<file path="src/sv/prb_pkg.sv">
// Shared constants and types for the point rotation block.
// Angle formats, inverse gain and the arctangent table of the rotator stages.
// No dependencies.
package prb_pkg;

  localparam int ANG_WIDTH    = 17;
  localparam int FULL_TURN    = 46080;
  localparam int HALF_TURN    = 23040;
  localparam int QUARTER_TURN = 11520;
  localparam int ANG_SHIFT    = 9;
  localparam int GUARD_BITS   = 30;
  localparam int EXT_BITS     = 32;
  localparam int Z_WIDTH      = 27;
  localparam int ATAN_DEPTH   = 32;

  localparam logic [GUARD_BITS-1:0] INV_GAIN_Q30 = 30'h26DD3B6A;

  typedef logic signed [ANG_WIDTH-1:0] angle_t;
  typedef logic signed [Z_WIDTH-1:0]   z_t;

  localparam z_t ATAN_TBL [ATAN_DEPTH] = '{
    z_t'(2949120), z_t'(1740967), z_t'(919879), z_t'(466945),
    z_t'(234379),  z_t'(117304),  z_t'(58666),  z_t'(29335),
    z_t'(14668),   z_t'(7334),    z_t'(3667),   z_t'(1833),
    z_t'(917),     z_t'(458),     z_t'(229),    z_t'(115),
    z_t'(57),      z_t'(29),      z_t'(14),     z_t'(7),
    z_t'(4),       z_t'(2),       z_t'(1),      z_t'(0),
    z_t'(0),       z_t'(0),       z_t'(0),      z_t'(0),
    z_t'(0),       z_t'(0),       z_t'(0),      z_t'(0)
  };

endpackage

</file>
<file path="src/sv/prb_out.sv">
// Output stage: round half up, clamp to the coordinate range, output register.
// Depends on prb_pkg.
module prb_out #(
  parameter int CW = 16
) (
  input  logic                                   clk,
  input  logic                                   rst_n,
  input  logic                                   v_i,
  output logic                                   rdy_o,
  input  logic signed [CW+prb_pkg::EXT_BITS-1:0] x_i,
  input  logic signed [CW+prb_pkg::EXT_BITS-1:0] y_i,
  output logic                                   v_o,
  input  logic                                   rdy_i,
  output logic signed [CW-1:0]                   x_o,
  output logic signed [CW-1:0]                   y_o,
  output logic                                   sat_o
);
  import prb_pkg::*;

  localparam int W = CW + EXT_BITS;
  localparam int Q = W - GUARD_BITS;
  localparam logic signed [W-1:0] RND = W'(1) <<< (GUARD_BITS - 1);
  localparam logic signed [Q-1:0] HI  = {3'b000, {(CW-1){1'b1}}};
  localparam logic signed [Q-1:0] LO  = {3'b111, {(CW-1){1'b0}}};

  logic                 v_r, sat_r, sat_nxt, cx, cy;
  logic signed [W-1:0]  sx, sy;
  logic signed [Q-1:0]  qx, qy;
  logic signed [CW-1:0] x_r, y_r, x_nxt, y_nxt;

  assign rdy_o = !v_r || rdy_i;

  always_comb begin
    sx = x_i + RND;
    sy = y_i + RND;
    qx = sx[W-1:GUARD_BITS];
    qy = sy[W-1:GUARD_BITS];
    cx = (qx > HI) || (qx < LO);
    cy = (qy > HI) || (qy < LO);
    if (qx > HI)      x_nxt = HI[CW-1:0];
    else if (qx < LO) x_nxt = LO[CW-1:0];
    else              x_nxt = qx[CW-1:0];
    if (qy > HI)      y_nxt = HI[CW-1:0];
    else if (qy < LO) y_nxt = LO[CW-1:0];
    else              y_nxt = qy[CW-1:0];
    sat_nxt = cx || cy;
  end

  always_ff @(posedge clk) begin
    if (!rst_n) begin
      v_r <= 1'b0;
    end else if (rdy_o) begin
      v_r <= v_i;
    end
  end

  always_ff @(posedge clk) begin
    if (v_i && rdy_o) begin
      x_r   <= x_nxt;
      y_r   <= y_nxt;
      sat_r <= sat_nxt;
    end
  end

  assign v_o   = v_r;
  assign x_o   = x_r;
  assign y_o   = y_r;
  assign sat_o = sat_r;

  a_sat_limit: assert property (@(posedge clk) disable iff (!rst_n)
    (v_r && sat_r) |-> (x_r == HI[CW-1:0] || x_r == LO[CW-1:0] ||
                        y_r == HI[CW-1:0] || y_r == LO[CW-1:0]))
    else $error("saturated flag without a clamped coordinate");

endmodule
</file>
<file path="config.mk">
export PLATFORM = sky130hd
export DESIGN_NAME = prb_out
export DESIGN_NICKNAME = d
export VERILOG_FILES = /design/src/sv/prb_pkg.sv /design/src/sv/prb_out.sv
export SDC_FILE = /design/constraint.sdc
export NUM_CORES = 1
export LEC_CHECK = 0
export BUFFER_PORTS_ARGS = -buffer_cell sky130_fd_sc_hd__buf_2
export CORE_ASPECT_RATIO = 1.5
export CORE_UTILIZATION = 39
export CTS_CLUSTER_SIZE = 14
export DETAILED_ROUTE_END_ITERATION = 12
export PLACE_DENSITY = 0.84
export SLEW_MARGIN = 20
export SYNTH_ARGS = -nofsm -noshare
export SYNTH_HDL_FRONTEND = slang
export SYNTH_SLANG_ARGS = --single-unit
</file>
<file path="constraint.sdc">
create_clock -name clk -period 1.9 [get_ports clk]
set_clock_uncertainty 0.1 [all_clocks]
set_input_delay 0.19 -clock clk [delete_from_list [all_inputs] [get_ports clk]]
set_output_delay 0.19 -clock clk [all_outputs]
set_load 0.01 [all_outputs]
</file>
After elaboration in Yosys (flattened, before gate mapping)

Cells that the tools add are included.

$add $sub $neg: 2
Divide/modulo/power cells: 0
Reduce and logical (&&, ||, !) cells: 6
$lt $le $gt $ge: 4
Equal/unequal tests: 0
Shift operators: 0
Multiplexer cells: 2
Bitwise operators: 0
$mul: 0

Operators with widths:

| kind                                                             | number |
|---|---|
| adder 48 x 31 -> 48 bit (second input constant)                  | 2 |
| greater-than comparator 18 x 16 -> 1 bit (second input constant) | 2 |
| less-than comparator 18 x 16 -> 1 bit (second input constant)    | 2 |
| 2-to-1 mux 16 bit                                                | 2 |
| logical OR 1 bit                                                 | 4 |
| logical AND 1 bit                                                | 1 |
| zero test 1 bit                                                  | 1 |

RAM bits: 0
Register bits: 34
Memories kept: 0
Memory bits (read-only): 0
Output and inout bits: 35
Bits in latches: 0

Logic depth before layout (Yosys ltp)

Word-level depth: 4
Mapped depth: 8
Mapped depth without buffers: 8

Worst setup path after synthesis

OpenSTA, ideal clock, no wires.

Path type: in2reg
Start point: in y_i[36] in the netlist's numbering
End point: reg y_r[1] (netlist: y_o[1]), data pin
Data required time: 1.539 ns
Setup time: 0.261 ns
Arrival: 1.536 ns
Buffers on the path: 1
Stages: 7
Slack: 0.003 ns
Path through: nand4_1 nor4_4 nand2_2 xnor2_2 o21ai_2 buf_6 o21ai_1

Longest elaborated chain between the ends: 3
Elaborated cells on any way between the ends: 4
Classes of those cells: 1 x add/sub; 2 x order compare; 1 x mux

Ends and longest elaborated chain:

| what                                  | line          | RTL |
|---|---|---|
| start: declaration                    | prb_out.sv:11 | `input logic signed [CW+prb_pkg::EXT_BITS-1:0] y_i,` |
| adder 48 x 31 -> 48 bit (*)           | prb_out.sv:35 | `sy = y_i + RND;` |
| less-than comparator 18 x 16 -> 1 bit | prb_out.sv:44 | `else if (qy < LO) y_nxt = LO[CW-1:0];` |
| 2-to-1 mux 16 bit                     | prb_out.sv:44 |  |
| end signal: assignment                | prb_out.sv:60 | `y_r <= y_nxt;` |
| end: declaration                      | prb_out.sv:29 | `logic signed [CW-1:0] x_r, y_r, x_nxt, y_nxt;` |

Every way passes the cells marked *; elsewhere a longest branch is shown, timed or not.
A chain may end at the register's enable or synchronous reset.

Final worst setup path

Start point: in x_i[29] in the netlist's numbering
End point: reg x_r[0] (netlist: x_o[0]), data pin

Longest elaborated chain between the ends: 3
Elaborated cells on any way between the ends: 4
Classes of those cells: 1 x add/sub; 2 x order compare; 1 x mux

Ends and longest elaborated chain:

| what                                  | line          | RTL |
|---|---|---|
| start: declaration                    | prb_out.sv:10 | `input logic signed [CW+prb_pkg::EXT_BITS-1:0] x_i,` |
| adder 48 x 31 -> 48 bit (*)           | prb_out.sv:34 | `sx = x_i + RND;` |
| less-than comparator 18 x 16 -> 1 bit | prb_out.sv:41 | `else if (qx < LO) x_nxt = LO[CW-1:0];` |
| 2-to-1 mux 16 bit                     | prb_out.sv:41 |  |
| end signal: assignment                | prb_out.sv:59 | `x_r <= x_nxt;` |
| end: declaration                      | prb_out.sv:29 |  |

Marked as above.

==> impl_summary.log <==
[metrics] share of final-layout standard cells stronger than drive strength 1: approximately half
[metrics] net count of the mapped netlist: 299
[metrics] largest net degree at the start of global routing: 34
[metrics] wire length reported by the detailed router: 4800 um
[metrics] Final nets: 423
[metrics] number of placed I/O pins: 135
[metrics] wire length of the first global-routing pass: ~8200 um
[metrics] die width: about 63 um
[metrics] Gate Count Post-Synth: 197
[metrics] startpoint type of the worst setup path: input pin
[metrics] Post-CTS Setup Repair Bufs: 0
[metrics] Rows: 32
[metrics] maximum achievable frequency: about 0.57 GHz
[metrics] endpoint of the most critical register-to-register path: x_o[1]
[metrics] global routing's busiest layer: met2
[metrics] DRT antenna net count: 0
[metrics] static leakage: about 1.2 nW
[metrics] proportion of netlist area held by the largest area contributor: 46.0%
[metrics] TritonCTS clock tree: yes
[metrics] count of endpoints failing hold in the final timing report: 0
[metrics] post-layout instance count excluding filler cells: 390
[metrics] post-synthesis average cell area: 10.9 um^2
[metrics] minimum clock period after layout: 1.77 ns
[metrics] worst vdd rail ir drop: 0.255 mV
[metrics] cell depth of the worst flop-to-flop path: 3
[metrics] Antenna diodes: 0
[metrics] origin of the critical flop-to-flop path: v_o
[metrics] number of failing setup endpoints in the final timing report: 0
[metrics] worst slack on hold paths: ~0.057 ns
[metrics] total area of multi-input combinational cells: 1070 um^2
[metrics] vias per inst: 5.04
[metrics] number of distinct library cells after synthesis: 43
[metrics] DR WL/cell: 12.3 um
[metrics] share of the yosys chip area belonging to registers: a little under half
[metrics] Max clock buf depth: 2
[metrics] setup repair after global routing missed its margin: false
[metrics] Fill cells: 427
[metrics] initial antenna violation count: 0
[metrics] transition time of the tightest slew-check pin: between 0.4 and 0.5 ns
[metrics] clock-pin slew of the registers on the worst-case setup and hold paths: 0.07 ns
[metrics] master cell of the clock root buffer: clkbuf_8
[metrics] post-synth top area cell: edfxtp_1
[metrics] Mapped Area: 2150 um^2
[metrics] vias in the first global route: about 1900
[metrics] overall routing resource usage: 17.7%
[metrics] total clock buffers created by CTS: 5
[metrics] via count: 1965
[metrics] FF/Latch Area: 1010 um^2
[metrics] CTS sink cnt: 34
[metrics] half-perimeter wire length after detailed placement: 3930 um
[metrics] area grow syn2layout: 41.4%
[metrics] most common cell after layout, fill and taps aside: buf_2
[metrics] met1 Track Usage GR: 19.4%
[metrics] ranking of synthesized cells by area: edfxtp_1 46%, xor2_1 6.5%, xnor2_1 6.1%
[metrics] worst-skew pair later-pin latency: around 0.28 ns
[metrics] worst setup slack for register-to-register paths: 0.53 ns
[metrics] sum of negative setup slack: 0 ns
[metrics] total iterations of the first detailed-routing run: 4
[metrics] CP startpoint: x_i[29]
[metrics] outcome: completed
[metrics] residual overflow from global routing: 0
[metrics] max-cap viol count: 0
[metrics] met3 layer usage reported by global route: 2.93%
[metrics] data arrival time of the critical path: 1.77 ns
[metrics] number of cells after detailed placement: ~380
[metrics] number of flip-flops and latches in the synthesized netlist: 34
[metrics] launch instance of the worst min-delay path: v_i
[metrics] most frequent cells in the layout: 76 x buf_2, 44 x buf_4, 33 x edfxtp_1
[metrics] Worst Path Required: between 1.5 and 2 ns
[metrics] headroom to the max-slew limit: 71.2%
[metrics] worst min-delay path category: in2reg
[metrics] count of buffers inserted at the top-level ports: 76
[metrics] met2 routing resource usage after global routing: 31.5%
[metrics] initial detailed-routing violation count: 87
[metrics] Setup CP Type: in2reg
[metrics] die area: approximately 5800 um^2
[metrics] worst hold path endpoint: v_o
[metrics] Die Span Y: 93.0 um
[metrics] placeable core region: 5250 um^2
[metrics] Worst Hold Path Cells: 3
[metrics] Critical Path Fanout Max: 6
[metrics] total of warnings raised by yosys: 0
[metrics] Final Slew Violations: 0
[metrics] DRC violations left: 0
[metrics] count of H-tree levels built during CTS: 2
[metrics] sort of element at the end of the critical path: register
[metrics] initial core utilization: 41.1%
[metrics] final worst path period share: 93.0%
[metrics] weighted congestion reported at the end of routability-driven placement: 0.898
[metrics] power density over the cells: 611 nW/um^2
==> power by group <==
part	total, W	leakage, nW	internal, W	switching [W]
clock network	0.000552	0.0472	0.000291	0.000261
logic	0.000406	0.878	0.000190	0.000216
registers	0.000903	0.323	0.000892	0.0000111
==> stage by stage <==
| stage | area (um^2) | total power [W] | worst slack [ns] | util [%] |
|---|---|---|---|---|
| after floorplan | 2150 | 0.00111 | 0.00276 | - |
| after global placement | 2950 | 0.00131 | -0.174 | 56.2 |
| after detailed placement | 2950 | 0.00132 | -0.186 | 56.2 |
| after CTS | 3040 | 0.00187 | 0.111 | 58.0 |
| after global routing | 3050 | 0.00195 | 0.0143 | 58.1 |
| final | 3050 | 0.00186 | 0.133 | 58.1 |
==> state kept, by name, summed over array words and instances (netlist names) <==
signal / cells
sat_o: 1
v_o: 1
x_o: 16
y_o: 16
==> critical path: stages <==
cell and delay, ns:
buf_2 0.11, ha_1 0.20, and2_2 0.23, nand2_1 0.13, nor3_2 0.06, xnor2_1 0.36, nand4_1 0.18, buf_4 0.20
o21ai_0 0.10
==> metal layers <==
metal	vias to the layer above	part of all wire [%]	routed length, um
met5	-	0	0
met4	0	4.1	199
met3	18	5.3	253
met2	75	51	2460
met1	891	39	1890
li1	981	-	-
==> area by class of cell <==
| type | instances | share of cell area, % |
|---|---|---|
| Tap cell | 68 | 2.79 |
| Clock buffer | 6 | 2.71 |
| Multi-Input combinational cell | 150 | 35.3 |
| Timing Repair Buffer | 122 | 24.7 |
| Inverter | 8 | 0.986 |
| Sequential cell | 34 | 33.2 |
| Clock inverter | 2 | 0.411 |
==> cell families (layout without fill, tap and decap cells) <==
group	after synthesis	in the layout	synth area share, %
AO/OA/AOI/OAI	43	43	13.0
flip-flops	34	34	46.9
buffers and inverters	13	138	3.25
AND/OR/NAND/NOR	71	71	20.8
adder cells (fa/ha/maj)	2	2	1.16
XOR/XNOR	34	34	14.9
==> how the worst max path moves through the flow <==
stage | to | slack, ns | cells past startpoint
floorplan | y_o[1] | 0.003 | 7
global placement | x_o[12] | -0.17 | 9
detailed placement | x_o[12] | -0.19 | 9
CTS | x_o[12] | 0.11 | 9
global route | y_o[1] | 0.01 | 9
finish | x_o[0] | 0.13 | 9
==> synthesized netlist by cell type <==
library cell / instances
nand3_1: 14
xnor2_2: 2
xor2_1: 16
and2_1: 2
dfxtp_1: 1
inv_1: 8
and4_1: 3
nor3_4: 1
buf_2: 1
nand4_1: 7
nor2_1: 9
a211oi_1: 1
buf_4: 1
a22oi_1: 1
o311ai_0: 1
and3_2: 1
nand4_2: 2
edfxtp_1: 33
nor3_2: 2
nor4_2: 1
o21ai_0: 11
nand2b_1: 2
nand2_1: 13
and3_1: 4
buf_6: 2
xnor2_1: 15
nor3_1: 4
nor4_4: 2
o21ai_2: 8
a21o_1: 1
nand2_2: 1
o21ai_1: 11
xor2_2: 1
a21oi_2: 4
or3_1: 1
a31oi_1: 1
a21oi_1: 2
ha_1: 2
clkbuf_2: 1
nand3_2: 1
o2111ai_1: 1
a21boi_0: 1
nand4b_1: 1
==> what timing repair did <==
item,CTS,global route
gates resized for setup,0,1
setup endpoints to repair,0,7
hold buffers,0,0
hold endpoints to repair,0,0
Note: power is estimated with default switching activity, not from simulation.
