`src/sv/prb_pkg.sv`:
```
// Shared constants and types for the point rotation block.
// Angle formats, inverse gain and the arctangent table of the rotator stages.
// No dependencies.
package prb_pkg;

  localparam int ANG_WIDTH    = 17;
  localparam int FULL_TURN    = 46080;
  localparam int HALF_TURN    = 23040;
  localparam int QUARTER_TURN = 11520;
  localparam int ANG_SHIFT    = 9;
  localparam int GUARD_BITS   = 30;
  localparam int EXT_BITS     = 32;
  localparam int Z_WIDTH      = 27;
  localparam int ATAN_DEPTH   = 32;

  localparam logic [GUARD_BITS-1:0] INV_GAIN_Q30 = 30'h26DD3B6A;

  typedef logic signed [ANG_WIDTH-1:0] angle_t;
  typedef logic signed [Z_WIDTH-1:0]   z_t;

  localparam z_t ATAN_TBL [ATAN_DEPTH] = '{
    z_t'(2949120), z_t'(1740967), z_t'(919879), z_t'(466945),
    z_t'(234379),  z_t'(117304),  z_t'(58666),  z_t'(29335),
    z_t'(14668),   z_t'(7334),    z_t'(3667),   z_t'(1833),
    z_t'(917),     z_t'(458),     z_t'(229),    z_t'(115),
    z_t'(57),      z_t'(29),      z_t'(14),     z_t'(7),
    z_t'(4),       z_t'(2),       z_t'(1),      z_t'(0),
    z_t'(0),       z_t'(0),       z_t'(0),      z_t'(0),
    z_t'(0),       z_t'(0),       z_t'(0),      z_t'(0)
  };

endpackage

```
`src/sv/prb_iter.sv`:
```
// One micro-rotation stage of the rotator with its pipeline register.
// Shift amount and arctangent fixed by IDX. Depends on prb_pkg.
module prb_iter #(
  parameter int CW  = 16,
  parameter int IDX = 0
) (
  input  logic                                   clk,
  input  logic                                   rst_n,
  input  logic                                   v_i,
  output logic                                   rdy_o,
  input  logic signed [CW+prb_pkg::EXT_BITS-1:0] x_i,
  input  logic signed [CW+prb_pkg::EXT_BITS-1:0] y_i,
  input  prb_pkg::z_t                            z_i,
  output logic                                   v_o,
  input  logic                                   rdy_i,
  output logic signed [CW+prb_pkg::EXT_BITS-1:0] x_o,
  output logic signed [CW+prb_pkg::EXT_BITS-1:0] y_o,
  output prb_pkg::z_t                            z_o
);
  import prb_pkg::*;

  localparam int W = CW + EXT_BITS;

  logic                v_r;
  logic signed [W-1:0] dx, dy, x_r, y_r, x_nxt, y_nxt;
  z_t                  z_r, z_nxt;

  assign rdy_o = !v_r || rdy_i;
  assign dx    = y_i >>> IDX;
  assign dy    = x_i >>> IDX;

  always_comb begin
    if (z_i >= 0) begin
      x_nxt = x_i + dx;
      y_nxt = y_i - dy;
      z_nxt = z_i - ATAN_TBL[IDX];
    end else begin
      x_nxt = x_i - dx;
      y_nxt = y_i + dy;
      z_nxt = z_i + ATAN_TBL[IDX];
    end
  end

  always_ff @(posedge clk) begin
    if (!rst_n) begin
      v_r <= 1'b0;
    end else if (rdy_o) begin
      v_r <= v_i;
    end
  end

  always_ff @(posedge clk) begin
    if (v_i && rdy_o) begin
      x_r <= x_nxt;
      y_r <= y_nxt;
      z_r <= z_nxt;
    end
  end

  assign v_o = v_r;
  assign x_o = x_r;
  assign y_o = y_r;
  assign z_o = z_r;

endmodule

```
`config.mk`:
```
export PLATFORM = sky130hd
export DESIGN_NAME = prb_iter
export DESIGN_NICKNAME = d
export VERILOG_FILES = /design/src/sv/prb_pkg.sv /design/src/sv/prb_iter.sv
export SDC_FILE = /design/constraint.sdc
export NUM_CORES = 1
export LEC_CHECK = 0
export BUFFER_PORTS_ARGS = -buffer_cell sky130_fd_sc_hd__buf_2
export CORE_MARGIN = 2
export CORE_UTILIZATION = 52
export CTS_CLUSTER_SIZE = 30
export DETAILED_ROUTE_END_ITERATION = 10
export GPL_TIMING_DRIVEN = 1
export PLACE_DENSITY = 0.87
export SYNTH_ARGS = -nofsm -noshare
export SYNTH_HDL_FRONTEND = slang
export SYNTH_SLANG_ARGS = --single-unit
```
`constraint.sdc`:
```
create_clock -name clk -period 4.9 [get_ports clk]
set_input_delay 1.225 -clock clk [delete_from_list [all_inputs] [get_ports clk]]
set_output_delay 1.225 -clock clk [all_outputs]
set_load 0.01 [all_outputs]
```
Word level (Yosys, flattened, before mapping)
Index checks and enable logic that the tools add are counted.
{"block": "classes", "add_sub_neg": 5, "multipliers": 0, "div": 0, "order_cmp": 1, "n_eq_ne": 0, "shift": 0, "mux": 3, "bitwise": 0, "reduce_logical": 3}
{"operator": "two-way mux 48 bit", "n": 2}
{"operator": "subtractor 48 bit", "n": 2}
{"operator": "adder 48 bit", "n": 1}
{"operator": "adder 27 x 23 -> 27 bit (second input constant)", "n": 1}
{"operator": "greater-or-equal comparator 27 x 1 -> 1 bit (second input constant)", "n": 1}
{"operator": "two-way mux 27 bit", "n": 1}
{"operator": "subtractor 27 x 23 -> 27 bit (second input constant)", "n": 1}
{"operator": "logical AND 1 bit", "n": 1}
{"operator": "logical NOT 1 bit", "n": 1}
{"operator": "logical OR 1 bit", "n": 1}
{"block": "totals", "register_bits": 124, "latch_bits": 0, "mem_bits_rw": 0, "romBits": 0, "input_bits": 127, "output_inout_bits": 125, "mem_count": 0}

Depth between registers and ports, before layout
Gate-level depths: netlist of the first run.
{"block": "logic_depth", "ltp_word": 3, "depth_mapped": 13, "mapped_depth_nobuf": 12}

Least setup slack after synthesis of the first run
OpenSTA, ideal clock, no wires.
{"block": "synth_path", "kind": "input to register", "start": "in rdy_i", "end": "reg x_r[10], in the netlist x_o[10] (enable)", "setup_time_ns": 0.496, "arrival_ns": 4.244, "setup_slack_ns": 0.160, "path_stages": 2, "cell_sequence": "nand2b_1 -> and2_1"}
{"block": "synth_between", "elab_chain_cells": 2}
{"element": "start, declared", "line_no": "prb_iter.sv:15", "source": "input logic rdy_i,"}
{"element": "logical OR 1 bit", "line_no": "prb_iter.sv:28", "source": "assign rdy_o = !v_r || rdy_i;"}
{"element": "logical AND 1 bit", "line_no": "prb_iter.sv:53", "source": "if (v_i && rdy_o) begin"}
{"element": "end signal, assigned", "line_no": "prb_iter.sv:54", "source": "x_r <= x_nxt;"}
{"element": "end, declared", "line_no": "prb_iter.sv:25", "source": "logic signed [W-1:0] dx, dy, x_r, y_r, x_nxt, y_nxt;"}
Every way passes these cells.
A chain may end at the register's enable or synchronous reset.

Worst setup path after layout of the first run
{"block": "layout_path", "start": "in x_i[0] (netlist name)", "end": "reg y_r[42], in the netlist y_o[42], data pin"}
{"block": "layout_between", "elab_chain_cells": 2}
{"element": "start, declared", "line_no": "prb_iter.sv:11", "source": "input logic signed [CW+prb_pkg::EXT_BITS-1:0] x_i,"}
{"element": "adder 48 bit / subtractor 48 bit (equally long branches)", "line_no": "prb_iter.sv:39, prb_iter.sv:35"}
{"element": "two-way mux 48 bit (*)", "line_no": "prb_iter.sv:33", "source": "if (z_i >= 0) begin"}
{"element": "net y_nxt[42]", "line_no": "prb_iter.sv:25"}
{"element": "end signal, assigned", "line_no": "prb_iter.sv:55", "source": "y_r <= y_nxt;"}
{"element": "end, declared", "line_no": "prb_iter.sv:25"}
The timed path passes the listed nets; every way through them passes the cells marked *.

==> summary.txt, run 1 <==
Timing
  • Final period utilization: 0.8556
  • Fin crit period: 4.192 ns
  • Setup TNS: 0 ns
  • Max Slew Vio Count: 0
  • Fmax: 238.5 MHz
  • Clock Skew: 0.01265 ns
  • RSZ-0062 raised after global routing: false
  • Final Hold Fails: 0
  • Rel. slew slack: 0.3824
  • Slew @ Worst Pin: 0.9264 ns
  • Final setup violation count: 0

Global routing
  • GRT Total Usage: 0.3390
  • Most congested layer reported by global routing: met2
  • Largest net degree at the start of global routing: 85
  • Number of global-route vias before repair: 12.81k
  • GRT met1 Usage: 0.4591
  • Initial antenna violation count: 0
  • Grt ovf: 0
  • Met3 Use GR: 0.06697
  • First-pass GRT wire length: 69,810 µm
  • M2 GR Usage: 0.5378

Synthesis
  • Yosys reg bits: 123
  • Syn Nets: 1,889
  • Fraction of registers with async set/reset: 0
  • Average cell area after synthesis: 8.229 µm²
  • Top FF cell, synth: edfxtp_1
  • Seq/Total Area, Yosys: 0.2810
  • Post-synth top area cell: edfxtp_1
  • Post-synth cell types: 75
  • Synth top area share: 0.2795
  • Synth top area cells: edfxtp_1 28%, ha_1 16%, a21oi_1 8.0%
  • Synth warnings: 0
  • Synth Instances: 1,593
  • Cell Area, Synth: 13,110 µm²
  • Post-synth EDFFs: 122

Clock tree
  • Clk_lat worst skew: 0.43 ns
  • CTS Root Buffer Type: clkbuf_16
  • H-Tree Depth: 4
  • CTS tree: done
  • Post-CTS Repair Setup Buffers: 0
  • Number of buffers inserted by hold repair at cts: 0
  • # clock sinks: 123
  • Cts bufs inserted: 17
  • Post-CTS sizing: 0
  • CTS clk-pin slew, worst paths: 0.07 ns
  • Max clock buf depth: 2

Layout
  • Finished Layout Cells: 2,169
  • Fillers: 2,271
  • Layout cell share with drive strength beyond 1: 0.1838
  • Multi-input logic area: 8582 µm²
  • Register area: 3684 µm²
  • Most common cell after layout, fill and taps aside: buf_2
  • Nets: 2,122
  • Most frequent cells in the layout: 250 x buf_2, 210 x a21oi_1, 165 x ha_1, 150 x inv_1, 133 x o21ai_0
  • Final core utilization: 0.6141
  • Antenna diodes: 0
  • Area Overhead vs Synth: 16.95%

Pwr
  • Combinational share of power: 0.384
  • P_int: 2.632 mW
  • Clock Power Share: 0.293
  • P_sw: 1.696 mW
  • Sequential Power Share: 0.323
  • Leakage: 6.769 nW
  • Power Dens Cells: 282.3 nW/µm²
  • Worst IR Drop VDD: 0.2322 mV
  • Switching portion of total power: 0.3919

Flow run
  • Max cap viols: 0

Floorplan
  • Io pins: 252
  • Core Rows: 58
  • Core Region: 24,960 µm²
  • Die Wd: 162.8 µm
  • Die area: 26,500 µm²
  • Starting Density: 0.5251
  • Die Y: 162.8 µm

Route
  • DRC errors left: 0
  • Total Wirelength: 45,910 µm
  • First-pass DRT Iterations: 5
  • Starting DRT DRC Count: 1,468
  • Vias/cell: 6.207
  • Final antenna-violating net count: 0
  • Routed wire per std cell: 21.16 µm
  • Total number of vias: 13.46k

Critical path
  • Worst setup path class: in2reg
  • Critical Path AT: 4.35 ns
  • Reg-to-reg startpoint: v_o$_SDFFE_PN0N_
  • Worst R2R End: y_o[15]$_DFFE_PP_
  • Worst-case reg-to-reg path depth: 3
  • Critical Path Fanout Max: 6
  • Reg2Reg Setup Slack: 3.01 ns
  • Crit path required time: 5.06 ns
  • Crit end category: flop
  • Crit path launch type: input port

Worst hold path
  • Hold Path Origin: v_o$_SDFFE_PN0N_
  • Hold Path Class: reg2reg
  • Worst Hold Depth: 2
  • Hold Crit Endpoint: v_o$_SDFFE_PN0N_

Status
  • Outcome: finished, final reports clean

Placement
  • Port Buffer Count: 251
  • DP Cell Count: 2,137
  • DPL Wire Length: 36,540 µm
  • GP Congestion: 1.007
[worst max path at each step]
stage | startpoint | to | slack (ns) | cells past startpoint
after global routing | x_i[0] | x_o[42]$_DFFE_PP_ | 0.56 | 13
after global placement | x_i[10] | y_o[40]$_DFFE_PP_ | 0.40 | 12
after detailed placement | x_i[10] | y_o[40]$_DFFE_PP_ | 0.36 | 12
after floorplan | rdy_i | x_o[10]$_DFFE_PP_ | 0.16 | 2
final | x_i[0] | y_o[42]$_DFFE_PP_ | 0.71 | 13
after CTS | x_i[10] | y_o[40]$_DFFE_PP_ | 0.80 | 12
[worst max-delay path, cell delays in order]
cell,delay [ns]
buf_2,0.13
ha_1,0.23
fa_1,0.42
nor3b_1,0.18
o31ai_1,0.52
a21o_1,0.25
nand3_1,0.19
a21oi_1,0.19
buf_4,0.20
o21ai_0,0.14
a221oi_1,0.32
o21ai_0,0.17
xnor2_1,0.17
[kinds of logic after synthesis]
kind of cell | share of synthesized area
AOI/OAI and AO/OA | 0.2688
DFF | 0.2810
adders and majority gates | 0.1636
buffers and inverters | 0.06452
muxes | 0.01756
xor gates and xnor gates | 0.06681
and+or+nand+nor | 0.1377
[routing by layer]
layer / routed length (µm) / part of all wire
met1: 18780 / 0.41
met2: 20630 / 0.45
met3: 4844 / 0.11
met4: 1649 / 0.036
met5: 0 / 0
[stage by stage]
stage	worst slack, ns	area, µm²	hold WS (ns)	power (mW)
5_1_grt	0.5560	15330	0.5760	4.519
6_report	0.7076	15330	0.5439	4.328
3_5_place_dp	0.3617	14760	0.5378	3.029
2_1_floorplan	0.1601	13110	0.6096	2.446
3_3_place_gp	0.4046	14760	0.5082	3.008
4_1_cts	0.8019	15330	0.5477	4.296
[sequential cells by signal, summed over array words and instances, names as in the netlist]
name,count
y_o,48
v_o,1
z_o,27
x_o,47
[Yosys cell counts, drive strengths merged (11+ instances only)]
master	number
a21boi	11
nor3	38
inv	151
o21a	11
clkbuf	48
nand2	94
nand3	19
buf	20
nand2b	14
o31ai	16
o21bai	40
a31oi	16
nor2b	12
nand4	25
o21ai	134
o211ai	17
xnor2	92
a21oi	210
nor2	132
a211oi	25
a21o	24
ha	165
edfxtp	122
mux2i	23
[final cells by class]
| cell class | instances | share of cell area |
|---|---|---|
| clock buffer | 17 | 0.02775 |
| clock inverter | 15 | 0.009467 |
| inverter | 154 | 0.03770 |
| multi-input combinational | 1248 | 0.5598 |
| sequential | 123 | 0.2403 |
| tap | 330 | 0.02693 |
| timing repair buffer | 282 | 0.09810 |
[power by group through the flow]
stage	combinational [mW]	sequential [mW]	clock, mW
floorplan	0.958	1.49	0
global placement	1.59	1.42	0
detailed placement	1.61	1.42	0
CTS	1.62	1.40	1.28
global route	1.79	1.41	1.32
finish	1.66	1.40	1.27
Power figures use the tool's default switching activity.
==> inputs of run 2 (changes only) <==
--- a/config.mk
+++ b/config.mk
@@ -11,6 +11,7 @@
 export CTS_CLUSTER_SIZE = 30
 export DETAILED_ROUTE_END_ITERATION = 10
 export GPL_TIMING_DRIVEN = 1
+export MAX_ROUTING_LAYER = met4
 export PLACE_DENSITY = 0.87
 export SYNTH_ARGS = -nofsm -noshare
 export SYNTH_HDL_FRONTEND = slang
==> run 2 against run 1 <==
Effect of this change: critical endpoint is now x_o[41]$_DFFE_PP_; sequential power barely moved; critical path type unchanged; combinational power about the same; count of clock-buffer cells in the layout grew 1; highest routed layer unchanged; cell count up 0.14%; core utilization up 0.15 points.
==> summary.txt, run 2 (synthesis gave the netlist of run 1 again) <==
Status
  • Outcome: finished, final reports clean

Placement
  • Port Buffer Count: 251
  • DPL Wire Length: 36,990 µm
  • DP Area: 14,780 µm²
  • GP Congestion: 1.042

Clock tree
  • CTS tree: done
  • Clk_lat worst skew: 0.43 ns
  • Cts bufs inserted: 17
  • CTS clk-pin slew, worst paths: 0.07 ns
  • Post-CTS Repair Setup Buffers: 0
  • Max clock buf depth: 2
  • Post-CTS sizing: 0
  • # clock sinks: 123
  • CTS Root Buffer Type: clkbuf_16
  • H-Tree Depth: 4
  • Number of buffers inserted by hold repair at cts: 0

Worst hold path
  • Worst Hold Depth: 2
  • Hold Crit Endpoint: v_o$_SDFFE_PN0N_
  • Hold Path Origin: v_o$_SDFFE_PN0N_
  • Hold Path Class: reg2reg

Route
  • Final antenna-violating net count: 0
  • First-pass DRT Iterations: 6
  • DRC errors left: 0
  • Total number of vias: 13.58k
  • Vias/cell: 6.251
  • Total Wirelength: 46,460 µm
  • Starting DRT DRC Count: 1,800
  • Routed wire per std cell: 21.39 µm

Critical path
  • Reg-to-reg startpoint: v_o$_SDFFE_PN0N_
  • Worst R2R End: x_o[45]$_DFFE_PP_
  • Reg2Reg Setup Slack: 3.04 ns
  • Worst path cell trace: buf_2 > inv_1 > ha_1 > nor2b_1 > o21ai_0 > a31oi_1 > nand3b_1 > o31ai_1 > o31a_1 > o211ai_2 > a31oi_1 > xnor2_1
  • Slowest Stage Delay on Critical Path: 0.60 ns
  • Critical Path Source: x_i[6]
  • Worst-case reg-to-reg path depth: 3
  • Critical Path AT: 4.37 ns
  • Critical Path Fanout Max: 11
  • Worst setup path class: in2reg
  • CP max stage cell: o31ai_1
  • Crit path launch type: input port
  • Crit path required time: 5.06 ns
  • Crit end category: flop
  • Most used cell, CP: a31oi_1

Timing
  • Fmax: 237.2 MHz
  • Rel. slew slack: 0.3795
  • Setup TNS: 0 ns
  • Max Slew Vio Count: 0
  • Final Hold Fails: 0
  • RSZ-0062 raised after global routing: false
  • Final setup violation count: 0
  • Slew @ Worst Pin: 0.9307 ns
  • Fin crit period: 4.215 ns
  • Final period utilization: 0.8602
  • Clock Skew: 0.01086 ns

Layout
  • Most common cell after layout, fill and taps aside: buf_2
  • Max reg flops: 48
  • Most frequent cells in the layout: 250 x buf_2, 210 x a21oi_1, 165 x ha_1, 150 x inv_1, 133 x o21ai_0
  • Nets: 2,124
  • Layout cell share with drive strength beyond 1: 0.1841
  • Fillers: 2,271
  • Area Overhead vs Synth: 17.24%
  • Fin area: 15,370 µm²
  • Multi-input logic area: 8582 µm²
  • Register area: 3684 µm²

Floorplan
  • Die area: 26,500 µm²
  • Io pins: 252
  • Core Region: 24,960 µm²
  • Core Rows: 58
  • Die Y: 162.8 µm
  • Die Wd: 162.8 µm
  • Starting Density: 0.5251

Global routing
  • First-pass GRT wire length: 70,260 µm
  • Grt ovf: 0
  • Initial antenna violation count: 1
  • GRT Total Usage: 0.3501
  • Number of global-route vias before repair: 12.82k
  • Largest net degree at the start of global routing: 85

Flow run
  • Max cap viols: 0

Pwr
  • Power Dens Cells: 286.2 nW/µm²
  • Leakage: 6.790 nW
  • Worst IR Drop VDD: 0.2219 mV
[run 2: cell types whose count changed in the layout (fill, tap and decap cells not counted), moves of 2 or more]
cell       previous run  this run
bufinv_16             0         2
inv_8                 4         1
clkinv_4              1         3
buf_4                31        33
[run 2: power breakdown]
| group | switching (mW) | leakage (nW) | internal, mW | total [mW] |
|---|---|---|---|---|
| Sequential | 0.0434 | 1.19 | 1.35 | 1.40 |
| Clock | 0.566 | 0.284 | 0.763 | 1.33 |
| Combinational | 1.07 | 5.32 | 0.606 | 1.67 |
[run 2: routing by layer]
metal  share of wire  global-route usage  vias up
li1                -                   -     6229
met1            0.42              0.4570     6353
met2            0.45              0.5570      871
met3           0.098             0.05500      124
met4           0.035              0.1154        0
met5               0                   -        -
[run 2: how the worst max path moves through the flow]
| stage | cells past startpoint | end | slack, ns |
|---|---|---|---|
| CTS | 12 | y_o[40]$_DFFE_PP_ | 0.79 |
| finish | 12 | x_o[41]$_DFFE_PP_ | 0.68 |
| detailed placement | 12 | y_o[40]$_DFFE_PP_ | 0.36 |
| floorplan | 2 | x_o[10]$_DFFE_PP_ | 0.16 |
| global route | 12 | y_o[47]$_DFFE_PP_ | 0.49 |
| global placement | 12 | x_o[41]$_DFFE_PP_ | 0.33 |
[run 2: worst max-delay path: cells and delay by family]
kind | cells | cell delay (ns)
AOI/OAI and AO/OA | 6 | 1.90
xor gates and xnor gates | 1 | 0.13
adders and majority gates | 1 | 0.53
buffers and inverters | 2 | 0.15
and+or+nand+nor | 2 | 0.44
[run 2: area by class of cell]
class	instances	share of cell area
Timing Repair Buffer	284	0.09884
Clock buffer	18	0.02792
Clock inverter	14	0.01050
Tap cell	330	0.02687
Sequential cell	123	0.2397
Antenna cell	1	0.0001628
Inverter	154	0.03761
Multi-Input combinational cell	1248	0.5584
[run 2: metrics by stage]
stage	utilization	std cells	power (mW)	hold slack [ns]	setup slack [ns]
6_report	0.6156	2172	4.398	0.5591	0.6849
5_1_grt	0.6156	2172	4.572	0.5830	0.4944
4_1_cts	0.6155	2171	4.363	0.5473	0.7881
3_3_place_gp	0.5919	2139	3.016	0.5060	0.3331
2_1_floorplan	-	1593	2.446	0.6096	0.1601
3_5_place_dp	0.5919	2139	3.034	0.5380	0.3631
