$ cat src/sv/prb_pkg.sv
// Shared constants and types for the point rotation block.
// Angle formats, inverse gain and the arctangent table of the rotator stages.
// No dependencies.
package prb_pkg;

  localparam int ANG_WIDTH    = 17;
  localparam int FULL_TURN    = 46080;
  localparam int HALF_TURN    = 23040;
  localparam int QUARTER_TURN = 11520;
  localparam int ANG_SHIFT    = 9;
  localparam int GUARD_BITS   = 30;
  localparam int EXT_BITS     = 32;
  localparam int Z_WIDTH      = 27;
  localparam int ATAN_DEPTH   = 32;

  localparam logic [GUARD_BITS-1:0] INV_GAIN_Q30 = 30'h26DD3B6A;

  typedef logic signed [ANG_WIDTH-1:0] angle_t;
  typedef logic signed [Z_WIDTH-1:0]   z_t;

  localparam z_t ATAN_TBL [ATAN_DEPTH] = '{
    z_t'(2949120), z_t'(1740967), z_t'(919879), z_t'(466945),
    z_t'(234379),  z_t'(117304),  z_t'(58666),  z_t'(29335),
    z_t'(14668),   z_t'(7334),    z_t'(3667),   z_t'(1833),
    z_t'(917),     z_t'(458),     z_t'(229),    z_t'(115),
    z_t'(57),      z_t'(29),      z_t'(14),     z_t'(7),
    z_t'(4),       z_t'(2),       z_t'(1),      z_t'(0),
    z_t'(0),       z_t'(0),       z_t'(0),      z_t'(0),
    z_t'(0),       z_t'(0),       z_t'(0),      z_t'(0)
  };

endpackage

$ cat src/sv/prb_prep.sv
// Front end: angle reduction, half-turn fold and scaling by the inverse gain.
// Three register stages. Depends on prb_pkg.
module prb_prep #(
  parameter int CW = 16
) (
  input  logic                          clk,
  input  logic                          rst_n,
  input  logic                          v_i,
  output logic                          rdy_o,
  input  logic signed [CW-1:0]          x_i,
  input  logic signed [CW-1:0]          y_i,
  input  prb_pkg::angle_t               a_i,
  output logic                          v_o,
  input  logic                          rdy_i,
  output logic signed [CW+prb_pkg::EXT_BITS-1:0] x_o,
  output logic signed [CW+prb_pkg::EXT_BITS-1:0] y_o,
  output prb_pkg::z_t                   z_o
);
  import prb_pkg::*;

  localparam int W = CW + EXT_BITS;

  logic v0_r, v1_r, v2_r;
  logic rdy0, rdy1, rdy2;

  // stage 0: angle modulo a full turn
  logic signed [ANG_WIDTH:0] a18, m1, m2;
  logic [ANG_WIDTH-2:0]      m_r;
  logic signed [CW-1:0]      x0_r, y0_r;

  // stage 1: fold to +-90 degrees
  logic signed [ANG_WIDTH-1:0] m, r17;
  logic                        neg;
  logic signed [CW:0]          xe, ye;
  logic signed [CW:0]          x1_r, y1_r, x1_nxt, y1_nxt;
  z_t                          z1_r, z1_nxt;

  // stage 2: inverse gain
  logic signed [GUARD_BITS:0] kk;
  logic signed [W-1:0]        x2_r, y2_r;
  z_t                         z2_r;

  assign rdy2  = !v2_r || rdy_i;
  assign rdy1  = !v1_r || rdy2;
  assign rdy0  = !v0_r || rdy1;
  assign rdy_o = rdy0;

  always_comb begin
    a18 = {a_i[ANG_WIDTH-1], a_i};
    m1  = (a18 < 0) ? a18 + (ANG_WIDTH+1)'(FULL_TURN) : a18;
    if (m1 < 0) begin
      m2 = m1 + (ANG_WIDTH+1)'(FULL_TURN);
    end else if (m1 >= (ANG_WIDTH+1)'(FULL_TURN)) begin
      m2 = m1 - (ANG_WIDTH+1)'(FULL_TURN);
    end else begin
      m2 = m1;
    end
  end

  always_comb begin
    m   = {1'b0, m_r};
    neg = (m > ANG_WIDTH'(QUARTER_TURN)) && (m < ANG_WIDTH'(FULL_TURN - QUARTER_TURN));
    if (neg) begin
      r17 = m - ANG_WIDTH'(HALF_TURN);
    end else if (m > ANG_WIDTH'(QUARTER_TURN)) begin
      r17 = m - ANG_WIDTH'(FULL_TURN);
    end else begin
      r17 = m;
    end
    xe     = {x0_r[CW-1], x0_r};
    ye     = {y0_r[CW-1], y0_r};
    x1_nxt = neg ? -xe : xe;
    y1_nxt = neg ? -ye : ye;
    z1_nxt = z_t'(r17) <<< ANG_SHIFT;
  end

  assign kk = {1'b0, INV_GAIN_Q30};

  always_ff @(posedge clk) begin
    if (!rst_n) begin
      v0_r <= 1'b0;
      v1_r <= 1'b0;
      v2_r <= 1'b0;
    end else begin
      if (rdy0) v0_r <= v_i;
      if (rdy1) v1_r <= v0_r;
      if (rdy2) v2_r <= v1_r;
    end
  end

  always_ff @(posedge clk) begin
    if (v_i && rdy0) begin
      m_r  <= m2[ANG_WIDTH-2:0];
      x0_r <= x_i;
      y0_r <= y_i;
    end
    if (v0_r && rdy1) begin
      x1_r <= x1_nxt;
      y1_r <= y1_nxt;
      z1_r <= z1_nxt;
    end
    if (v1_r && rdy2) begin
      x2_r <= W'(x1_r) * W'(kk);
      y2_r <= W'(y1_r) * W'(kk);
      z2_r <= z1_r;
    end
  end

  assign v_o = v2_r;
  assign x_o = x2_r;
  assign y_o = y2_r;
  assign z_o = z2_r;

  a_fold_range: assert property (@(posedge clk) disable iff (!rst_n)
    v1_r |-> (z1_r <= z_t'(QUARTER_TURN * 512) && z1_r >= -z_t'(QUARTER_TURN * 512)))
    else $error("folded angle outside quarter turn");

endmodule

$ cat config.mk
export PLATFORM = sky130hd
export DESIGN_NAME = prb_prep
export DESIGN_NICKNAME = d
export VERILOG_FILES = /design/src/sv/prb_pkg.sv /design/src/sv/prb_prep.sv
export SDC_FILE = /design/constraint.sdc
export NUM_CORES = 1
export LEC_CHECK = 0
export ABC_AREA = 1
export BUFFER_PORTS_ARGS = -buffer_cell sky130_fd_sc_hd__buf_2
export CORE_UTILIZATION = 55
export CTS_CLUSTER_DIAMETER = 50
export CTS_CLUSTER_SIZE = 40
export DETAILED_ROUTE_END_ITERATION = 8
export PLACE_DENSITY = 0.73
export SLEW_MARGIN = 0
export SYNTH_ARGS = -nofsm -noshare
export SYNTH_HDL_FRONTEND = slang
export SYNTH_SLANG_ARGS = --single-unit
$ cat constraint.sdc
create_clock -name clk -period 12.9 [get_ports clk]
set_input_delay 1.29 -clock clk [delete_from_list [all_inputs] [get_ports clk]]
set_output_delay 1.29 -clock clk [all_outputs]
set_load 0.02 [all_outputs]
* Yosys cells after proc, flatten, opt, wreduce, memory -nomap -nowiden
Cells that the tools add are included.
** Storage, ports and cells
- Flip-flop bits (word level) :: 213
- Latch bits :: 0
- Memory bits (writable) :: 0
- Bits in read-only memories :: 0
- Bits of input ports :: 53
- Output and inout bits :: 125
- Memories :: 0
** Operators by class
- $add $sub $neg :: 7
- Multipliers :: 2
- Divide/modulo/power cells :: 0
- Order comparisons :: 5
- Eq/ne operators :: 0
- Shift-type cells :: 0
- Multiplexer cells :: 7
- Bitwise logic cells :: 0
- Reduce and logical (&&, ||, !) cells :: 10
** Operators with widths (number)
- multiplier 17 x 30 -> 47 bit (second input constant) :: 2
- 2-to-1 mux 17 bit :: 4
- negation 16 -> 17 bit :: 2
- 2-to-1 mux 16 bit :: 2
- adder 17 x 17 -> 18 bit (second input constant) :: 1
- >= comparator 18 x 17 -> 1 bit (second input constant) :: 1
- < comparator 18 x 1 -> 1 bit (second input constant) :: 1
- 2-to-1 mux 18 bit :: 1
- < comparator 17 x 1 -> 1 bit (second input constant) :: 1
- subtractor 16 x 15 -> 17 bit (second input constant) :: 1
- subtractor 16 x 16 -> 17 bit (second input constant) :: 1
- adder 16 bit (second input constant) :: 1
- greater-than comparator 16 x 14 -> 1 bit (second input constant) :: 1
- < comparator 16 bit (second input constant) :: 1
- subtractor 16 bit (second input constant) :: 1
- logical AND 1 bit :: 4
- zero test 1 bit :: 3
- logical OR 1 bit :: 3

* Longest topological paths before layout
Gate-level depths: netlist of run 1.
- Word-level depth :: 5
- Mapped depth :: 25

* Least setup slack after synthesis of run 1
Ideal clock, no wire load.
- Path type :: input-to-reg
- Start point :: in rdy_i
- End point :: reg x2_r[10] (netlist: x_o[10]), enable pin
- Library setup time :: 618 ps
- Arrival :: 6653 ps
- Required time :: 12282 ps
- Slack :: 5630 ps
- Stages on the path :: 2
- Buffers on the path :: 0
- Cell sequence :: inv_1 a21oi_1
** Between the ends
- Cells in the longest elaborated chain, start to end :: 2
** Ends and longest elaborated chain
- from (decl) :: line prb_prep.sv:14 : input logic rdy_i,
- logical OR 1 bit :: line prb_prep.sv:43 : assign rdy2 = !v2_r || rdy_i;
- logical AND 1 bit :: line prb_prep.sv:102 : if (v1_r && rdy2) begin
- to (signal assigned) :: line prb_prep.sv:103 : x2_r <= W'(x1_r) * W'(kk);
- to (decl) :: line prb_prep.sv:40 : logic signed [W-1:0] x2_r, y2_r;
Every way passes these cells.
A chain may end at the register's enable or synchronous reset.

* Final worst setup path of run 1
- Start point :: reg x1_r[6]
- End point :: reg x2_r[36] (netlist: x_o[36]), data pin
** Between the ends
- Cells in the longest elaborated chain, start to end :: 1
** Ends and longest elaborated chain
- from (decl) :: line prb_prep.sv:35 : logic signed [CW:0] x1_r, y1_r, x1_nxt, y1_nxt;
- from (signal assigned) :: line prb_prep.sv:98 : x1_r <= x1_nxt;
- multiplier 17 x 30 -> 47 bit :: line prb_prep.sv:103
Every way passes these cells.

==> impl_metrics.yaml, run 1 <==
critical_path:
  crit_path_max_fanout: 7
  arrival_ns: 6.43
  cp_common_cell: "fa_1"
  r2r_slack_ns: 6.81
  critPathSlowestCell: "edfxtp_1"
  cp.required_ns: 13.24
  slowest_delay_ns: 0.66
  worstPathCellList: "inv_1, ha_1, inv_1, fa_1, fa_1, fa_1, inv_1, fa_1, inv_1, fa_1, ha_1, a21oi_1, a21boi_0, a21boi_2, o21ai_0, nand2_1, nand2_1, nand2_1, nand2_1"
  reg2reg_depth: 19
  critPathCaptureType: "register"
  critPathLaunchType: "register"
  r2r_end: "x_o[36]"
  timing.rr.start: "x1_r[6]"
  setup.worst_path.class: "register to register"
grt:
  use_met2: 0.453
  grt_use_total: 0.302
  met3_usage: 0.0615
  grt_max_degree: 70
  use_met1: 0.451
  grt_pass1_wl_microns: 114000
  top_usage_layer: "met2"
  antenna_found_initial: 0
  grt_pass1_vias: 20300
  grt-ovfl-total: 0
timing:
  hold_viol: 0
  maxSlewHeadroom: 0.347
  fin_skew_ns: 0.0217
  period_needed_ns: 6.09
  period_share: 0.472
  setup_tns_ns: 0
  slew_violations: 0
  tightest_slew_ns: 0.979
  fmax_ghz: 0.164
  finalSetupViolations: 0
  rsz0062_at_grt: "no"
floorplanning:
  dieWidth_microns: 224
  die_height_microns: 224
  start_util: 0.562
  io_pins: 178
  die_area_sq_mm: 0.0501
  rows: 80
  core-area_sq_mm: 0.0481
placement:
  io_buffers: 166
  place_congestion: 1.01
  hpwl_microns: 63700
logic_synthesis:
  avgSynthCellArea_sq_um: 9.47
  synth_async_sr_flop_share: 0
  synthesis.area_sq_mm: 0.0271
  syn_inst: 2860
  synth_top_area_frac: 0.279
  synth_area_leaders: "fa_1, edfxtp_1, ha_1, inv_1, nand2_1"
  synth_warnings: 0
  seq_area_frac_synth: 0.235
  ys_ff_latch: 213
  synth_cell_types: 49
  ys.flop_type: "edfxtp_1"
  synth_edf_count: 210
  yosysTopAreaCell: "fa_1"
clocking:
  cts_resized: 0
  clk_latency_ns: 0.59
  clock-sinks: 213
  cts_tree: "yes"
  cts_buffers: 25
  cts_buffer_depth: 3
  postCtsHoldBufs: 0
  clk_pin_slew_ns: 0.07
  cts-htree-levels: 1
  post_cts.repair.setup_buffers: 0
  clockRootBuffer: "clkbuf_16"
worst_hold_path:
  hold_end: "z_o[17]"
  hold_depth: 0
  min_from: "z1_r[17]"
  hold_class: "register to register"
drt:
  wirelength_microns: 73000
  drtPass1Iterations: 5
  num_vias: 19600
  drtIter0Drc: 1610
  wire_per_inst_microns: 19.6
  ant_nets: 0
  drc: 0
  vias_per_cell: 5.27
final_layout:
  area_growth_pct: 9.31
  diodes: 0
  drive_gt1_frac: 0.0851
  fillerInstances: 4116
  final_nets: 3832
outcome:
  status: "finished clean"
job:
  maxCapViolations: 0
[worst max-delay path by stage]
| stage | slack, ns | start | end | depth (start not counted) |
|---|---|---|---|---|
| floorplan | 5.63 | rdy_i | x_o[10] | 2 |
| global placement | 6.85 | y1_r[5] | y_o[34] | 22 |
| detailed placement | 6.85 | x1_r[6] | x_o[36] | 19 |
| CTS | 6.82 | x1_r[6] | x_o[36] | 19 |
| global route | 6.51 | y1_r[5] | y_o[42] | 20 |
| finish | 6.81 | x1_r[6] | x_o[36] | 19 |
[metrics by stage]
stage          setup slack, ns  hold slack (ns)  utilization  instance area, sq um  std cells
3_5_place_dp              6.85            0.406        0.595                 28700       3678
4_1_cts                   6.82            0.418        0.615                 29600       3724
6_report                  6.81            0.418        0.615                 29600       3724
2_1_floorplan             5.63            0.400            -                 27100       2870
5_1_grt                   6.51            0.423        0.615                 29600       3724
3_3_place_gp              6.85            0.406        0.595                 28700       3678
[kinds of logic (layout without fill, tap and decap cells)]
| logic type | Yosys count | count (layout) | share of synthesized area |
|---|---|---|---|
| compound gates | 260 | 260 | 0.0547 |
| fa+ha+maj | 730 | 730 | 0.442 |
| simple gates | 753 | 753 | 0.119 |
| xor+xnor | 103 | 103 | 0.0353 |
| flops | 213 | 213 | 0.235 |
| buf+inv | 800 | 998 | 0.114 |
| other cells | 1 | 11 | 0.000139 |
[state kept, by name, summed over array words and instances (netlist names), 16 cells and up]
register,count
x_o,47
y_o,47
x1_r,17
y1_r,17
z1_r,17
z_o,17
m_r,16
x0_r,16
y0_r,16
[cell type report]
cell class | count | area, sq um | area share
Multi-Input combinational cell | 1857 | 17700 | 0.597
Tap cell | 656 | 821 | 0.0277
Sequential cell | 213 | 6370 | 0.215
Clock inverter | 21 | 307 | 0.0104
Inverter | 783 | 2940 | 0.0994
Timing Repair Buffer | 169 | 853 | 0.0288
Clock buffer | 25 | 626 | 0.0211
[cells in the mapped netlist (13+ instances only)]
master    number
inv_1        781
ha_1         352
a21o_1        13
xor2_1        66
nand4_1       17
nor3_1        19
nand2_1      370
buf_4         14
o21ai_0       66
nor2_1       210
a21oi_1      118
nand3_1       96
xnor2_1       30
o21bai_1      21
edfxtp_1     210
fa_1         378
[per-layer routing]
layer	routed length, microns	share of wire	vias up
met5	0	0	-
met4	1520	0.021	0
met3	6410	0.088	92
met2	31000	0.42	813
met1	34100	0.47	9507
li1	-	-	9216
[critical path, delay by kind of cell (launching register included)]
| family | cells | cell delay, ns |
|---|---|---|
| adder cells (fa/ha/maj) | 7 | 3.26 |
| AO/OA/AOI/OAI | 4 | 1.10 |
| flip-flops | 1 | 0.66 |
| buffers and inverters | 4 | 0.52 |
| AND/OR/NAND/NOR | 4 | 0.29 |
[cell usage in the layout (no fill, tap or decap), types with 6 or more instances in the layout]
cell       Yosys  final
xor2_1        66     66
clkbuf_16      0     25
nand2_1      370    370
inv_1        781    779
nor3_1        19     19
nor2_4         8      8
xnor2_1       30     30
a21oi_1      118    117
o21ai_0       66     66
o21ai_1        9      9
nor4_1         6      6
nor2_1       210    210
inv_8          0      6
conb_1         1     11
a21boi_0       8      8
edfxtp_1     210    210
ha_1         352    352
nand2_2        6      6
fa_1         378    378
o21a_1        10     10
nand3_1       96     96
a21o_1        13     13
nand4_1       17     17
o21bai_1      21     21
xor2_2         7      7
buf_2          0    166
Power of run 1 is not shown: default switching activity piles up to over one toggle a cycle in this logic, so the estimate is an artifact.
==> run 2, diff against run 1 <==
Settings changed: ABC_AREA 1 to 0, PLACE_DENSITY 0.73 to 0.74.
Clock period 12.9 ns to 6.2 ns, I/O delays scaled along.
==> run 2 against run 1 <==
  * Design area rose by 3.3%
  * Die area fell by 5.4%
  * Final cell count fell by 8.9%
  * Maximum frequency rose by 0.65%
  * Clock skew fell by 0.0035 ns
  * Area after synthesis fell by 5.4%
  * Non-clock buffer count rose by 241
  * Register-to-register slack got worse by 6.7 ns
  * Critical path type unchanged
  * Clock-buffer cell count rose by 4
  * Worst setup slack got worse by 6.7 ns
==> impl_metrics.yaml, run 2 <==
outcome:
  status: "finished clean"
critical_path:
  startpoint: "x1_r[4]"
  crit_path_max_fanout: 4
  cp.required_ns: 6.56
  reg2reg_depth: 19
  arrival_ns: 6.41
  cp_common_cell: "fa_1"
  worstPathCellList: "fa_1, fa_1, fa_1, fa_1, inv_1, fa_1, inv_1, fa_1, ha_4, a21o_1, a21o_1, a221oi_2, or2_4, o2111ai_2, buf_4, and4_2, o21ai_2, nor2_1, a211o_1"
  timing.rr.start: "x1_r[4]"
  r2r_slack_ns: 0.14
  slowest_delay_ns: 0.55
  critPathLaunchType: "register"
  path_delay_family: "adder cells"
  r2r_end: "x_o[46]"
  crit_buf_inv: 3
  critPathSlowestCell: "fa_1"
  cp.depth: 19
  critPathCaptureType: "register"
  setup.worst_path.class: "register to register"
final_layout:
  fin_cells: 3392
  post-route-util: 0.669
  layout_common_cells: "inv_1, fa_1, ha_1"
  fin_area_sq_mm: 0.0306
  final_nets: 3550
  final_common_cell: "inv_1"
  drive_gt1_frac: 0.210
  area_growth_pct: 19.4
worst_hold_path:
  hold_depth: 1
  hold_class: "input port to register"
  min_from: "x_i[8]"
  hold_end: "x0_r[8]"
placement:
  placed_cell_area_sq_mm: 0.0286
  dp_cells: 3298
  hpwl_microns: 56500
  io_buffers: 166
  place_congestion: 0.966
grt:
  antenna_found_initial: 7
  grt_pass1_vias: 18600
  grt-ovfl-total: 0
  grt_pass1_wl_microns: 103000
  grt_use_total: 0.285
  grt_max_degree: 64
logic_synthesis:
  synth_edf_count: 210
  ys.flop_type: "edfxtp_1"
  yosysTopAreaCell: "fa_1"
  ys_ff_latch: 213
  avgSynthCellArea_sq_um: 10.9
  yosysMostFrequentCell: "inv_1"
  syn_inst: 2356
  synthesis.area_sq_mm: 0.0256
  synth_top_area_frac: 0.296
  synth_cell_types: 76
  synth_warnings: 0
  synth_area_leaders: "fa_1, edfxtp_1, ha_1, inv_1, xnor2_1"
  seq_area_frac_synth: 0.249
  synthTopCellsByCount: "inv_1, fa_1, ha_1"
  synth_async_sr_flop_share: 0
timing:
  tightest_slew_ns: 1.07
  hold_viol: 0
  finalSetupViolations: 0
  setup_tns_ns: 0
  period_needed_ns: 6.06
  fin_skew_ns: 0.0182
  fmax_ghz: 0.165
  maxSlewHeadroom: 0.287
  slew_violations: 0
  rsz0062_at_grt: "yes"
  period_share: 0.977
clocking:
  postCtsHoldBufs: 0
  clk_latency_ns: 0.61
  cts-htree-levels: 1
  cts_buffers: 29
  clock-sinks: 213
  clk_pin_slew_ns: 0.08
  clockRootBuffer: "clkbuf_16"
  cts_tree: "yes"
  cts_buffer_depth: 3
drt:
  wirelength_microns: 66400
  drc: 0
  num_vias: 18200
  drtIter0Drc: 1119
  drtPass1Iterations: 8
  vias_per_cell: 5.38
  wire_per_inst_microns: 19.6
  ant_nets: 0
floorplanning:
  start_util: 0.560
  die_height_microns: 218
  rows: 78
  core-area_sq_mm: 0.0457
  io_pins: 178
  dieWidth_microns: 218
  die_area_sq_mm: 0.0474
job:
  maxCapViolations: 0
## run 2: changes by cell type after synthesis, moves of 18 or more
cell,before,now
nor2_1,210,74
a21o_1,13,47
xnor2_1,30,78
xor2_1,66,40
nand2_1,370,93
nand3_1,96,27
inv_1,781,615
clkbuf_1,1,19
a21oi_1,118,90
## run 2: layout make-up
class / instances / area (sq um)
multi-input combinational: 1498 / 17400
tap: 600 / 751
sequential: 213 / 6370
clock buffer: 29 / 726
fill: 3490 / 15100
inverter: 615 / 2310
timing repair buffer: 410 / 2690
clock inverter: 25 / 377
antenna: 2 / 5.00
## run 2: cells by family (layout without fill, tap and decap cells)
kind of cell	after synthesis	in the layout	synth area share
AOI/OAI and AO/OA	328	328	0.0859
buffers and inverters	655	1079	0.0985
other	1	13	0.000146
adders and majority gates	730	730	0.468
and+or+nand+nor	309	309	0.0579
xor gates and xnor gates	118	118	0.0404
muxes	2	2	0.000831
DFF	213	213	0.249
## run 2: worst max path at each step
| stage | endpoint | slack, ns |
|---|---|---|
| final | x_o[46] | 0.14 |
| after global routing | y_o[45] | -0.04 |
| after CTS | y_o[46] | 0.001 |
| after detailed placement | x_o[47] | -0.09 |
| after global placement | y_o[47] | -0.03 |
| after floorplan | y_o[44] | 0.19 |
## run 2: routing by layer
layer  vias up  track usage  share of wire
li1       8465            -              -
met1      9048        0.410           0.45
met2       607        0.437           0.45
met3       106       0.0654          0.078
met4        10       0.0660          0.023
met5         -            0         0.0010
## run 2: what timing repair did
item	in CTS	in global routing
buffers inserted	10	29
gates resized for setup	8	108
pin swaps	0	60
setup endpoints to repair	13	31
## run 2: stage by stage
| step | setup slack [ns] | hold WS (ns) |
|---|---|---|
| after floorplan | 0.187 | 0.400 |
| after global placement | -0.0271 | 0.403 |
| after detailed placement | -0.0869 | 0.405 |
| after CTS | 0.00134 | 0.149 |
| after global routing | -0.0360 | 0.151 |
| final | 0.145 | 0.179 |
Power of run 2 is left out for the same reason.
